**src/sv/ucdbk_pkg.sv**
```systemverilog
`timescale 1ns / 1ps
// Package for the USB configuration descriptor boot keyboard scanner.
// Holds the word types of both channels and the descriptor field codes.
// No dependencies.
package ucdbk_pkg;

  typedef struct packed {
    logic [7:0]  data_byte;
    logic        first_byte;
    logic [15:0] total_length;
  } in_word_t;

  typedef struct packed {
    logic       keyboard_found;
    logic       endpoint_ready;
    logic [7:0] endpoint_address;
    logic [7:0] poll_interval;
    logic       malformed;
    logic       complete;
  } out_word_t;

  localparam logic [7:0] TYPE_INTERFACE    = 8'd4;
  localparam logic [7:0] TYPE_ENDPOINT     = 8'd5;
  localparam logic [7:0] CLASS_HID         = 8'd3;
  localparam logic [7:0] BOOT_SUBCLASS     = 8'd1;
  localparam logic [7:0] KEYBOARD_PROTOCOL = 8'd1;
  localparam logic [1:0] XFER_INTERRUPT    = 2'd3;
  localparam int         DIR_IN_BIT        = 7;

  // Descriptor offsets whose bytes are kept until the descriptor ends.
  localparam logic [7:0] OFS_TYPE     = 8'd1;
  localparam logic [7:0] OFS_FIELD2   = 8'd2;
  localparam logic [7:0] OFS_FIELD3   = 8'd3;
  localparam logic [7:0] OFS_FIELD5   = 8'd5;
  localparam logic [7:0] OFS_FIELD6   = 8'd6;
  localparam logic [7:0] OFS_FIELD7   = 8'd7;

endpackage

```
**src/sv/usb_config_descriptor_boot_keyboard_scan.sv**
```systemverilog
`timescale 1ns / 1ps
// A word accepted into the input register is parsed combinationally, and its result
// is then taken into the result register, from which it shows on the ports.
// Throughput: one word per cycle unless out_stall holds a full result register; the
// parse update between the two registers is combinational. Reset (rst_n low,
// synchronous) empties both registers and clears all parse state, which is the
// same as the start of a new descriptor set. Depends on ucdbk_pkg.
module usb_config_descriptor_boot_keyboard_scan
  import ucdbk_pkg::*;
(
  input  logic      clk,
  input  logic      rst_n,
  input  logic      in_valid,
  output logic      in_stall,
  input  in_word_t  in_data,
  output logic      out_valid,
  input  logic      out_stall,
  output out_word_t out_data
);

  logic      s1_valid_r;
  in_word_t  s1_word_r;
  logic      out_valid_r;
  out_word_t out_word_r;
  logic      s1_adv;

  logic [15:0] pos_r, pos_nxt;
  logic [7:0]  ofs_r, ofs_nxt;
  logic [7:0]  dlen_r, dlen_nxt;
  logic [7:0]  kind_r, kind_nxt;
  logic [7:0]  cap_r [5];
  logic [7:0]  cap_nxt [5];
  logic        kbd_r, kbd_nxt;
  logic        ep_r, ep_nxt;
  logic [7:0]  addr_r, addr_nxt;
  logic [7:0]  intv_r, intv_nxt;
  logic        err_r, err_nxt;
  logic        stop_r, stop_nxt;
  out_word_t   res;

  // The input register moves on whenever the result register is free or drains.
  assign s1_adv   = s1_valid_r && (!out_valid_r || !out_stall);
  assign in_stall = s1_valid_r && !s1_adv;

  always_comb begin
    logic [7:0]  b;
    logic [15:0] total;
    logic [7:0]  ofs_inc;
    logic        finish;
    b        = s1_word_r.data_byte;
    total    = s1_word_r.total_length;
    pos_nxt  = pos_r;
    ofs_nxt  = ofs_r;
    dlen_nxt = dlen_r;
    kind_nxt = kind_r;
    for (int i = 0; i < 5; i++) cap_nxt[i] = cap_r[i];
    kbd_nxt  = kbd_r;
    ep_nxt   = ep_r;
    addr_nxt = addr_r;
    intv_nxt = intv_r;
    err_nxt  = err_r;
    stop_nxt = stop_r;
    finish   = 1'b0;
    ofs_inc  = 8'd0;

    if (s1_word_r.first_byte) begin
      pos_nxt  = '0;
      ofs_nxt  = '0;
      dlen_nxt = '0;
      kind_nxt = '0;
      for (int i = 0; i < 5; i++) cap_nxt[i] = '0;
      kbd_nxt  = 1'b0;
      ep_nxt   = 1'b0;
      addr_nxt = '0;
      intv_nxt = '0;
      err_nxt  = 1'b0;
      stop_nxt = 1'b0;
    end

    if (!stop_nxt && pos_nxt < total) begin
      ofs_inc = ofs_nxt + 8'd1;
      if (ofs_nxt == 8'd0) begin
        // A length byte: zero or an overrun of the set ends the parse.
        if (b == 8'd0 || ({1'b0, pos_nxt} + {9'd0, b}) > {1'b0, total}) begin
          err_nxt  = 1'b1;
          stop_nxt = 1'b1;
        end else begin
          dlen_nxt = b;
          kind_nxt = '0;
          for (int i = 0; i < 5; i++) cap_nxt[i] = '0;
          pos_nxt  = pos_nxt + 16'd1;
          ofs_nxt  = ofs_inc;
          finish   = (ofs_inc >= b);
        end
      end else begin
        case (ofs_nxt)
          OFS_TYPE:   kind_nxt   = b;
          OFS_FIELD2: cap_nxt[0] = b;
          OFS_FIELD3: cap_nxt[1] = b;
          OFS_FIELD5: cap_nxt[2] = b;
          OFS_FIELD6: cap_nxt[3] = b;
          OFS_FIELD7: cap_nxt[4] = b;
          default: ;
        endcase
        pos_nxt = pos_nxt + 16'd1;
        ofs_nxt = ofs_inc;
        finish  = (ofs_inc >= dlen_nxt);
      end
    end

    if (finish) begin
      if (kind_nxt == TYPE_INTERFACE) begin
        if (cap_nxt[2] == CLASS_HID && cap_nxt[3] == BOOT_SUBCLASS &&
            cap_nxt[4] == KEYBOARD_PROTOCOL) begin
          kbd_nxt = 1'b1;
        end
      end else if (kind_nxt == TYPE_ENDPOINT) begin
        if (kbd_nxt && !ep_nxt && cap_nxt[1][1:0] == XFER_INTERRUPT &&
            cap_nxt[0][DIR_IN_BIT]) begin
          ep_nxt   = 1'b1;
          addr_nxt = cap_nxt[0];
          intv_nxt = cap_nxt[3];
        end
      end
      ofs_nxt = '0;
    end

    res.keyboard_found   = kbd_nxt;
    res.endpoint_ready   = ep_nxt;
    res.endpoint_address = addr_nxt;
    res.poll_interval    = intv_nxt;
    res.malformed        = err_nxt;
    res.complete         = stop_nxt || (pos_nxt >= total);
  end

  always_ff @(posedge clk) begin
    if (!rst_n) begin
      s1_valid_r <= 1'b0;
    end else if (!in_stall) begin
      s1_valid_r <= in_valid;
    end
    if (!in_stall && in_valid) begin
      s1_word_r <= in_data;
    end
  end

  always_ff @(posedge clk) begin
    if (!rst_n) begin
      out_valid_r <= 1'b0;
    end else if (s1_adv) begin
      out_valid_r <= 1'b1;
    end else if (!out_stall) begin
      out_valid_r <= 1'b0;
    end
    if (s1_adv) begin
      out_word_r <= res;
    end
  end

  always_ff @(posedge clk) begin
    if (!rst_n) begin
      pos_r  <= '0;
      ofs_r  <= '0;
      dlen_r <= '0;
      kind_r <= '0;
      for (int i = 0; i < 5; i++) cap_r[i] <= '0;
      kbd_r  <= 1'b0;
      ep_r   <= 1'b0;
      addr_r <= '0;
      intv_r <= '0;
      err_r  <= 1'b0;
      stop_r <= 1'b0;
    end else if (s1_adv) begin
      pos_r  <= pos_nxt;
      ofs_r  <= ofs_nxt;
      dlen_r <= dlen_nxt;
      kind_r <= kind_nxt;
      for (int i = 0; i < 5; i++) cap_r[i] <= cap_nxt[i];
      kbd_r  <= kbd_nxt;
      ep_r   <= ep_nxt;
      addr_r <= addr_nxt;
      intv_r <= intv_nxt;
      err_r  <= err_nxt;
      stop_r <= stop_nxt;
    end
  end

  assign out_valid = out_valid_r;
  assign out_data  = out_word_r;

endmodule

```
**config.mk**
```make
export PLATFORM = sky130hd
export DESIGN_NAME = usb_config_descriptor_boot_keyboard_scan
export DESIGN_NICKNAME = d
export VERILOG_FILES = /design/src/sv/ucdbk_pkg.sv /design/src/sv/usb_config_descriptor_boot_keyboard_scan.sv
export SDC_FILE = /design/constraint.sdc
export NUM_CORES = 1
export LEC_CHECK = 0
export BUFFER_PORTS_ARGS = -buffer_cell sky130_fd_sc_hd__buf_2
export CAP_MARGIN = 20
export CORE_UTILIZATION = 45
export CTS_BUF_LIST = sky130_fd_sc_hd__clkbuf_2 sky130_fd_sc_hd__clkbuf_4 sky130_fd_sc_hd__clkbuf_8
export CTS_CLUSTER_SIZE = 10
export DETAILED_ROUTE_END_ITERATION = 8
export GPL_TIMING_DRIVEN = 0
export PLACE_DENSITY = 0.64
export SYNTH_ARGS = -nofsm -noshare
export SYNTH_HDL_FRONTEND = slang
export SYNTH_SLANG_ARGS = --single-unit
```
**constraint.sdc**
```tcl
create_clock -name clk -period 15.8 [get_ports clk]
set_clock_uncertainty 0.05 [all_clocks]
set_input_delay 0 -clock clk [delete_from_list [all_inputs] [get_ports clk]]
set_output_delay 0 -clock clk [all_outputs]
set_load 0.03 [all_outputs]
```
### Word-level counts from Yosys, hierarchy flattened

Memory sizes are Yosys's and may differ from the RTL's.
Cells that the tools add are included.

* memory bits (writable): 40
* output and inout port bits: 22
* memories: 1
* bits in latches: 0
* register bits after elaboration: 107
* bits in read-only memories: 0

Memories
* cap_r: depth 5, bits a word 8, read ports 5, clocked after Yosys merged registers in 0, write ports 5, line usb_config_descriptor_boot_keyboard_scan.sv:31 `logic [7:0] cap_r [5];`

* order comparisons: 5
* bitwise gates (word level): 5
* equality and inequality tests: 13
* multiply operators: 0
* div/mod/pow operators: 0
* add/subtract/negate cells: 3
* multiplexer cells: 68
* shift-type cells: 0
* reduce and logical (&&, ||, !) cells: 20

Operators with widths (number)
* two-way mux 8 bit: 34
* two-way mux 40 bit: 4
* two-way mux 16 bit: 4
* equality test 8 x 3 -> 1 bit, second input constant: 5
* two-way mux 1 bit: 26
* equality test 8 x 1 -> 1 bit, second input constant: 3
* equality test 8 x 2 -> 1 bit, second input constant: 3
* adder 16 x 8 -> 17 bit: 1
* > comparator 17 x 16 -> 1 bit: 1
* adder 16 x 1 -> 16 bit, second input constant: 1
* greater-or-equal comparator 16 bit: 1
* greater-or-equal comparator 8 bit: 2
* logical NOT 8 bit: 2
* less-than comparator 16 bit: 1
* logical AND 1 bit: 9
* adder 8 x 1 -> 8 bit, second input constant: 1
* logical NOT 1 bit: 6
* OR 1 bit: 5
* logical OR 1 bit: 3
* equality test 2 bit, second input constant: 1
* inequality test 2 x 1 -> 1 bit, second input constant: 1

### Depth between registers and ports, before layout

Gate-level depths: netlist of run 1.

* depth after elaboration: 14
* gate-level depth with buffers: 33
* mapped depth without buffers: 31

### Worst setup path before layout of run 1

OpenSTA, ideal clock, no wires.

* path type: register to register
* from: register s1_word_r[16] (netlist name)
* to: register out_word_r (netlist bit out_data[0]) (data pin)
* arrival time: 6.862 ns
* path buffers: 2
* required time: 15.475 ns
* stages on the path, launching flop included: 31
* setup slack: 8.613 ns
* path through: edfxtp_1 -> clkbuf_1 -> nor2b_1 -> ha_1 -> a21o_1 -> maj3_1 -> a31oi_1 -> o22ai_1 -> maj3_1 -> a21o_1 -> a21oi_1 -> nor2b_1 -> nand3_1 -> mux2_2 -> ha_1 -> nand4_1 -> or4_1 -> nand2_1 -> a21oi_1 -> o21ai_1 -> nand3_2 -> or4_1 -> clkbuf_1 -> nor2_1 -> xnor2_1 -> nor2_1 -> ha_1 -> and3_1 -> a2111o_1 -> a31oi_1 -> o21ai_0

RTL lines
* start: declaration: line usb_config_descriptor_boot_keyboard_scan.sv:22 `in_word_t s1_word_r;`
* start signal: assignment: line usb_config_descriptor_boot_keyboard_scan.sv:143 `s1_word_r <= in_data;`
* end signal: assignment: line usb_config_descriptor_boot_keyboard_scan.sv:156 `out_word_r <= res;`
* end: declaration: line usb_config_descriptor_boot_keyboard_scan.sv:24 `out_word_t out_word_r;`

==> reports/qor.log, run 1 <==
INFO  detailed_routing route.layer.met1.wl=13,030um
INFO  yosys          synthDominantCellAreaShare=26.39%
INFO  global_routing grt_remaining_overflow=0
INFO  cts            clock_tree.buffer_depth=2
INFO  cts            clockRootBuffer=sky130_fd_sc_hd__clkbuf_8
INFO  yosys          synth_edf_count=79
INFO  power          netSwitchingPower=246.6uW
INFO  timing         max_freq=103.2MHz
INFO  yosys          synthesized_area_per_cell=9.181um^2
INFO  place          routabilityCongestion=0.9488
INFO  worst_setup_path critPathMaxFanout=10
INFO  die            die_h=143.3um
INFO  power          share_clk_of_total_power=37.1%
INFO  yosys          synth_seq_area_share=40.20%
INFO  worst_setup_path slowest_delay=630ps
INFO  cts            hold_bufs_at_cts=28
INFO  timing         grt_setup_unrepaired=no
INFO  place          placement.cell_area=9597um^2
INFO  yosys          synth_seq_cells=141
INFO  power          p_int=562.9uW
INFO  cts            numClockSinks=141
INFO  worst_setup_path critical_path.slowest_cell=sky130_fd_sc_hd__or4_1
INFO  timing         timing.final.crit_period=9693ps
INFO  cts            tritoncts=yes
INFO  global_routing grt_start_max_net_pins=37
INFO  final_layout   multi_input_comb_area=4996um^2
INFO  detailed_routing routed-wl-met2=12,750um
INFO  final_layout   flow.area_growth_from_synthesis=14.17%
INFO  final_layout   n_antenna_cell=0
INFO  final_layout   layout.cells.most_common=sky130_fd_sc_hd__nor2_1
INFO  yosys          ys_async_sr_fraction=0%
INFO  power          cellPowerDensity=78.88nW/um^2
INFO  worst_setup_path start_kind=register
INFO  final_layout   mostFrequentLayoutCells=sky130_fd_sc_hd__nor2_1 (107), sky130_fd_sc_hd__edfxtp_1 (79), sky130_fd_sc_hd__nand2_1 (75)
INFO  detailed_routing via_cell_ratio=6.034
INFO  global_routing gr-usage-all-layers=29.04%
INFO  yosys          post_synth_instance_area=8989um^2
INFO  yosys          synth.net_count=1,078
INFO  cts            cts.reportedPaths.clkPinSlew=90ps
INFO  worst_setup_path cp_data_required_time=15,960ps
INFO  die            core_region_area=19,530um^2
INFO  global_routing grt_pass1_vias=7,716
INFO  worst_setup_path r2r_cells=28
INFO  power          netSwitchingFraction=30.46%
INFO  place          port_buffers=50
INFO  power          vdd_ir_drop_max=62.82uV
INFO  cts            clock_latency=470ps
INFO  worst_hold_path min_delay_path_depth=3
INFO  final_layout   design.final.nets=1,176
INFO  detailed_routing first_pass_iters=5
INFO  timing         final_min_period_over_clock_period=61.35%
INFO  detailed_routing drc_errors=0
INFO  global_routing grt_first_pass_wirelength=44,140um
INFO  cts            ctsResizeCount=0
INFO  worst_setup_path setup.worst_path.end_class=register
INFO  timing         finalHoldViolCount=0
INFO  detailed_routing route.vias.total=8,176
INFO  detailed_routing final_antenna_net_count=0
INFO  timing         relSlewSlack=23.60%
INFO  cts            htreeDepth=4
INFO  timing         worst_pin_slew=1135ps
INFO  detailed_routing top_layer_used=met4
INFO  timing         finalMaxSlewViolations=0
INFO  timing         setup-tns-final=0ps
INFO  detailed_routing drt-wirelength-per-cell=21.04um
INFO  detailed_routing detail_route.iter0.violations=848
INFO  yosys          ys_warn_count=0
INFO  worst_setup_path critical-path-top-cell-by-count=sky130_fd_sc_hd__clkbuf_1
INFO  cts            cts_made_buffers=17
INFO  power          p_seq_share=50.4%
INFO  final_layout   drive_gt1_share=11.19%
INFO  yosys          synth_flop_cell=sky130_fd_sc_hd__edfxtp_1
INFO  die            io_pins=51
INFO  timing         finalSetupViolations=0
INFO  yosys          synth_top_area_cell=sky130_fd_sc_hd__edfxtp_1
INFO  power          comb_power_share=12.5%
INFO  cts            number_of_setup_buffers_added_after_cts=0
INFO  run_status     status=finished clean
INFO  die            floorplan.rows=51
INFO  power          total_leakage_power=4.019nW
INFO  yosys          netlist_instances=979
INFO  final_layout   seq_area=3613um^2
INFO  yosys          distinct_cell_type_count_after_synthesis=85
INFO  worst_setup_path path_class=register to register
INFO  final_layout   fill_cells=1,871
INFO  place          place_hpwl=20,240um
INFO  yosys          post_synth_main_area_contributors=sky130_fd_sc_hd__edfxtp_1 (26%), sky130_fd_sc_hd__dfxtp_1 (14%), sky130_fd_sc_hd__ha_1 (9.6%)
INFO  worst_hold_path worstHoldPathType=primary input to register
INFO  die            die_w=143.3um
INFO  global_routing grt_antenna_before_repair=0
INFO  die            floorplan.initialDensity=46.03%
INFO  final_layout   final_cell_area=10,260um^2
INFO  job            drv.max_cap_violation_count=0
INFO  detailed_routing met3RoutedLength=2014um
INFO  detailed_routing drt_wl_total=28,510um
INFO  worst_setup_path worst-endpoint-arrival=9850ps
INFO  die            floorplan.die_area=20,540um^2
## final timing paths
kind	start	end	slack [ps]
max	s1_word_r[16]	out_data[0]	6110
min	rst_n	cap_r[0][2]	160
max reg2reg	s1_word_r[16]	out_data[0]	6110
min reg2reg	addr_r[7]	addr_r[7]	410
## final cells by class
| cell class | count | area share (%) |
|---|---|---|
| multi-input cells | 739 | 48.68 |
| flip-flops and latches | 141 | 35.21 |
| repair buffers | 79 | 5.316 |
| well taps | 265 | 3.231 |
| clock buffers | 17 | 2.280 |
| plain buffers | 56 | 2.231 |
| inverters | 43 | 1.573 |
| clock inverters | 15 | 1.475 |
## worst max-delay path, delay by kind of cell, from the launching register on
| family | cells | cell delay [ps] |
|---|---|---|
| AO/OA/AOI/OAI | 6 | 1450 |
| XOR/XNOR | 2 | 330 |
| adder cells (fa/ha/maj) | 3 | 960 |
| buffers and inverters | 6 | 3050 |
| flip-flops | 1 | 550 |
| AND/OR/NAND/NOR | 11 | 3050 |
## sequential cells by signal, summed over array words and instances (netlist names), 8 cells and up
name and flops:
addr_r 8, cap_r 34, out_data 20, kind_r 8, dlen_r 8, s1_word_r 25, intv_r 8, ofs_r 8
pos_r 16
## per-stage QoR
step           setup WS, ps  hold WS (ps)  instances  utilization, %  total power, mW
2_1_floorplan          8613         48.87        979               -           0.4728
3_3_place_gp           6349         126.5       1294           49.01           0.5080
3_5_place_dp           6373         128.1       1295           49.15           0.5094
4_1_cts                6334         166.2       1355           52.56           0.8082
5_1_grt                5789         180.0       1355           52.56           0.8337
6_report               6107         164.0       1355           52.56           0.8095
## per-layer routing
| layer | vias to the layer above | GRT usage [%] |
|---|---|---|
| li1 | 3831 | - |
| met1 | 3909 | 39.80 |
| met2 | 378 | 45.29 |
| met3 | 58 | 5.831 |
| met4 | 0 | 10.58 |
| met5 | - | 0 |
## synth_stat cells, types with 10 or more instances
cell type	count
sky130_fd_sc_hd__and3_1	20
sky130_fd_sc_hd__nor2_1	107
sky130_fd_sc_hd__nand4_1	14
sky130_fd_sc_hd__nand2_1	76
sky130_fd_sc_hd__xnor2_1	24
sky130_fd_sc_hd__inv_1	42
sky130_fd_sc_hd__a22oi_1	26
sky130_fd_sc_hd__nor2b_1	32
sky130_fd_sc_hd__dfxtp_1	62
sky130_fd_sc_hd__o21ai_0	37
sky130_fd_sc_hd__clkbuf_1	43
sky130_fd_sc_hd__a31oi_1	15
sky130_fd_sc_hd__nor3_1	22
sky130_fd_sc_hd__nand3_1	33
sky130_fd_sc_hd__edfxtp_1	79
sky130_fd_sc_hd__ha_1	69
sky130_fd_sc_hd__a22o_1	13
sky130_fd_sc_hd__mux2i_1	18
sky130_fd_sc_hd__or4_1	10
sky130_fd_sc_hd__a21oi_1	62
sky130_fd_sc_hd__a21o_1	11
## power by group through the flow
stage | sequential (mW) | clock (mW) | combinational, mW
2_1_floorplan | 0.419 | 0 | 0.0542
3_3_place_gp | 0.416 | 0 | 0.0916
3_5_place_dp | 0.416 | 0 | 0.0931
4_1_cts | 0.408 | 0.301 | 0.0991
5_1_grt | 0.410 | 0.315 | 0.109
6_report | 0.408 | 0.300 | 0.101
## cells by family (layout without fill, tap and decap cells)
family,count (synthesis),count (layout),share of synthesized area (%)
compound gates,240,240,18.17
flops,141,141,40.20
xor+xnor,33,33,3.216
buf+inv,99,210,4.329
simple gates,371,371,21.42
mux,21,21,2.380
fa+ha+maj,74,74,10.29
Power figures use the tool's default switching activity.
==> run 2: changes to the inputs <==
--- a/config.mk
+++ b/config.mk
@@ -5,6 +5,7 @@
 export SDC_FILE = /design/constraint.sdc
 export NUM_CORES = 1
 export LEC_CHECK = 0
+export ABC_AREA = 1
 export BUFFER_PORTS_ARGS = -buffer_cell sky130_fd_sc_hd__buf_2
 export CAP_MARGIN = 20
 export CORE_UTILIZATION = 45
==> constraint.sdc (replaced) <==
create_clock -name clk -period 9.4 [get_ports clk]
set_clock_uncertainty 0.05 [all_clocks]
set_input_delay 0 -clock clk [delete_from_list [all_inputs] [get_ports clk]]
set_output_delay 0 -clock clk [all_outputs]
set_load 0.03 [all_outputs]
==> run 2 against run 1 <==
Register-to-register slack got worse by 5200 ps. Total power rose by 75%. Critical endpoint unchanged. Utilization rose by 0.76 points. Synthesized area rose by 6.0%. Via count rose by 3.3%. Flip-flop and latch count did not move. Clock power rose by 89%. Die area rose by 5.9%. Largest cell class unchanged.
==> reports/qor.log, run 2 <==
INFO  power          comb_power_share=11.7% [-0.8 points]
INFO  cts            number_of_setup_buffers_added_after_cts=0 [unchanged]
INFO  power          total_leakage_power=4.966nW [+24%]
INFO  yosys          ys_top_cells_by_count=sky130_fd_sc_hd__nand2_1 (304), sky130_fd_sc_hd__inv_1 (173), sky130_fd_sc_hd__nor2_1 (130)
INFO  worst_setup_path worst_r2r_startpoint=s1_word_r[16]
INFO  global_routing grt_start_max_net_pins=26 [-30%]
INFO  yosys          synthesized_area_per_cell=7.587um^2 [-17%]
INFO  die            die_w=147.5um [+2.9%]
INFO  final_layout   largest_reg_flops=34 [unchanged]
INFO  final_layout   seq_area=3613um^2 [unchanged]
INFO  yosys          ys_async_sr_fraction=0% [unchanged]
INFO  run_status     status=finished clean
INFO  timing         finalMaxSlewViolations=0 [unchanged]
INFO  worst_hold_path worstHoldPathType=primary input to register
INFO  timing         finalHoldViolCount=0 [unchanged]
INFO  yosys          post-synth-top-count-cell=sky130_fd_sc_hd__nand2_1
INFO  die            floorplan.rows=52 [+2.0%]
INFO  detailed_routing drt-wirelength-per-cell=15.35um [-27%]
INFO  timing         grt_setup_unrepaired=no
INFO  cts            clock_tree.buffer_depth=2 [unchanged]
INFO  detailed_routing route.vias.total=8,447 [+3.3%]
INFO  cts            numClockSinks=141 [unchanged]
INFO  yosys          post_synth_main_area_contributors=sky130_fd_sc_hd__edfxtp_1 (25%), sky130_fd_sc_hd__dfxtp_1 (13%), sky130_fd_sc_hd__nand2_1 (12%)
INFO  final_layout   n_antenna_cell=0 [unchanged]
INFO  worst_setup_path worst-endpoint-arrival=8710ps [-1140 ps]
INFO  global_routing gr-usage-all-layers=24.24% [-4.8 points]
INFO  power          netSwitchingPower=410.2uW [+66%]
INFO  final_layout   multi_input_comb_area=4965um^2 [-0.63%]
INFO  final_layout   mostFrequentLayoutCells=sky130_fd_sc_hd__nand2_1 (304), sky130_fd_sc_hd__inv_1 (173), sky130_fd_sc_hd__nor2_1 (130)
INFO  yosys          ys_warn_count=0 [unchanged]
INFO  timing         final_min_period_over_clock_period=90.85% [+30 points]
INFO  worst_setup_path path_class=register to register
INFO  power          netSwitchingFraction=29.03% [-1.4 points]
INFO  detailed_routing detail_route.iter0.violations=694 [-18%]
INFO  timing         relSlewSlack=35.22% [+12 points]
INFO  worst_setup_path crit_start=s1_word_r[16]
INFO  worst_setup_path critPathMaxFanout=10 [unchanged]
INFO  global_routing grt_antenna_before_repair=0 [unchanged]
INFO  detailed_routing first_pass_iters=5 [unchanged]
INFO  final_layout   max_flop_register=cap_r
INFO  power          p_seq_share=48.3% [-2.1 points]
INFO  worst_setup_path critical_path.slowest_cell=sky130_fd_sc_hd__clkbuf_1
INFO  worst_hold_path timing.hold.worst.start=in_data[22]
INFO  power          cellPowerDensity=129.3nW/um^2 [+64%]
INFO  die            die_h=147.5um [+2.9%]
INFO  place          port_buffers=50 [unchanged]
INFO  detailed_routing via_cell_ratio=5.147 [-15%]
INFO  final_layout   fill_cells=1,960 [+4.8%]
INFO  worst_setup_path critical-path-top-cell-by-count=sky130_fd_sc_hd__nand2_1
INFO  yosys          post_synth_instance_area=9529um^2 [+6.0%]
INFO  yosys          synth_edf_count=79 [unchanged]
INFO  yosys          synth.net_count=1,355 [+26%]
INFO  timing         worst_pin_slew=970.7ps [-164.8 ps]
INFO  worst_setup_path start_kind=register
INFO  cts            cts.reportedPaths.clkPinSlew=90ps [about the same]
INFO  final_layout   design.final.nets=1,457 [+24%]
INFO  place          placement.cell_area=10,160um^2 [+5.9%]
INFO  worst_setup_path cp_data_required_time=9570ps [-6390 ps]
INFO  cts            clock_latency=480ps [about the same]
INFO  final_layout   flow.area_growth_from_synthesis=14.67%
INFO  worst_setup_path setup.worst_path.end_class=register
INFO  yosys          synth_seq_cells=141 [unchanged]
INFO  timing         setup-tns-final=0ps [unchanged]
INFO  yosys          netlist_instances=1,256 [+28%]
INFO  global_routing grt_remaining_overflow=0 [unchanged]
INFO  timing         timing.final.crit_period=8540ps [-1153 ps]
INFO  worst_setup_path slowest_delay=430ps [-200 ps]
INFO  cts            clockRootBuffer=sky130_fd_sc_hd__clkbuf_8
INFO  cts            htreeDepth=4 [unchanged]
INFO  yosys          synthDominantCellAreaShare=24.89% [-1.5 points]
INFO  global_routing grt_first_pass_wirelength=40,610um [-8.0%]
INFO  final_layout   finalCoreUtilization=53.32% [+0.76 points]
INFO  detailed_routing drt_wl_total=25,190um [-12%]
INFO  power          vdd_ir_drop_max=107.8uV [+72%]
INFO  yosys          distinct_cell_type_count_after_synthesis=52 [-39%]
INFO  timing         finalSetupViolations=0 [unchanged]
INFO  place          routabilityCongestion=0.9193 [-3.1%]
INFO  global_routing grt_pass1_vias=7,944 [+3.0%]
INFO  cts            tritoncts=yes
INFO  final_layout   drive_gt1_share=12.76% [+1.6 points]
INFO  final_layout   final_cell_area=10,930um^2 [+6.5%]
INFO  yosys          synth_seq_area_share=37.92% [-2.3 points]
INFO  die            floorplan.initialDensity=46.50% [+0.46 points]
INFO  die            floorplan.die_area=21,760um^2 [+5.9%]
INFO  timing         max_freq=117.1MHz [+13%]
INFO  final_layout   layout.cells.most_common=sky130_fd_sc_hd__nand2_1
INFO  die            core_region_area=20,490um^2 [+5.0%]
INFO  yosys          synth_top_area_cell=sky130_fd_sc_hd__edfxtp_1
INFO  detailed_routing drc_errors=0 [unchanged]
INFO  job            drv.max_cap_violation_count=0 [unchanged]
INFO  power          p_int=1.003mW [+78%]
INFO  cts            cts_made_buffers=17 [unchanged]
INFO  yosys          synth_flop_cell=sky130_fd_sc_hd__edfxtp_1
INFO  power          share_clk_of_total_power=40.1% [+3.0 points]
INFO  place          place_hpwl=18,440um [-8.9%]
INFO  die            io_pins=51 [unchanged]
INFO  detailed_routing final_antenna_net_count=0 [unchanged]
-- run 2: routing by layer --
metal	vias to the layer above	part of all wire [%]	GRT usage, %
li1	4322	-	-
met1	3870	48	34.06
met2	229	44	37.76
met3	26	6.6	4.784
met4	0	1.4	6.804
met5	-	0	0
-- run 2: cell type report --
class / count / area share (%)
buffer: 44 / 2.244
clock buffer: 17 / 2.141
clock inverter: 15 / 1.970
inverter: 189 / 6.527
multi-input combinational: 882 / 45.44
sequential: 141 / 33.07
tap: 270 / 3.092
timing repair buffer: 83 / 5.519
-- run 2: logic make-up after synthesis --
group           synth area share [%]
buf+inv                        10.02
xor+xnor                       3.033
flops                          37.92
mux                           0.1050
fa+ha+maj                      9.270
compound gates                 11.59
simple gates                   28.06
-- run 2: stage by stage --
step / total power [mW] / std cells / hold slack (ps) / setup slack, ps
3_3_place_gp: 0.8445 / 1576 / 126.2 / 349.5
6_report: 1.413 / 1641 / 170.5 / 859.8
4_1_cts: 1.422 / 1641 / 145.3 / 237.2
5_1_grt: 1.467 / 1641 / 164.2 / 115.8
2_1_floorplan: 0.7939 / 1256 / 48.87 / 2500
3_5_place_dp: 0.8487 / 1578 / 128.1 / 322.4
-- run 2: critical path, delay by kind of cell (launching register included) --
kind	cells	cell delay, ps
flip-flops	1	350
AND/OR/NAND/NOR	19	2040
buffers and inverters	9	2180
AO/OA/AOI/OAI	16	2630
XOR/XNOR	1	150
adder cells (fa/ha/maj)	3	850
-- run 2: timing repair --
action,in CTS,in global routing
endpoints found under the hold margin,31,0
hold buffers,31,0
resized for setup,0,3
endpoints found under the setup margin,0,1
-- run 2: worst paths after layout --
path	endpoint	slack (ps)	depth (start not counted)
min reg2reg	dlen_r[3]	410	2
max reg2reg	out_data[0]	860	48
min	s1_word_r[22]	170	2
max	out_data[0]	860	48
-- run 2: power groups by stage --
stage,combinational [mW],clock [mW],sequential [mW]
3_5_place_dp,0.153,0,0.696
4_1_cts,0.163,0.577,0.682
6_report,0.165,0.566,0.682
2_1_floorplan,0.0953,0,0.699
3_3_place_gp,0.148,0,0.697
5_1_grt,0.182,0.601,0.684
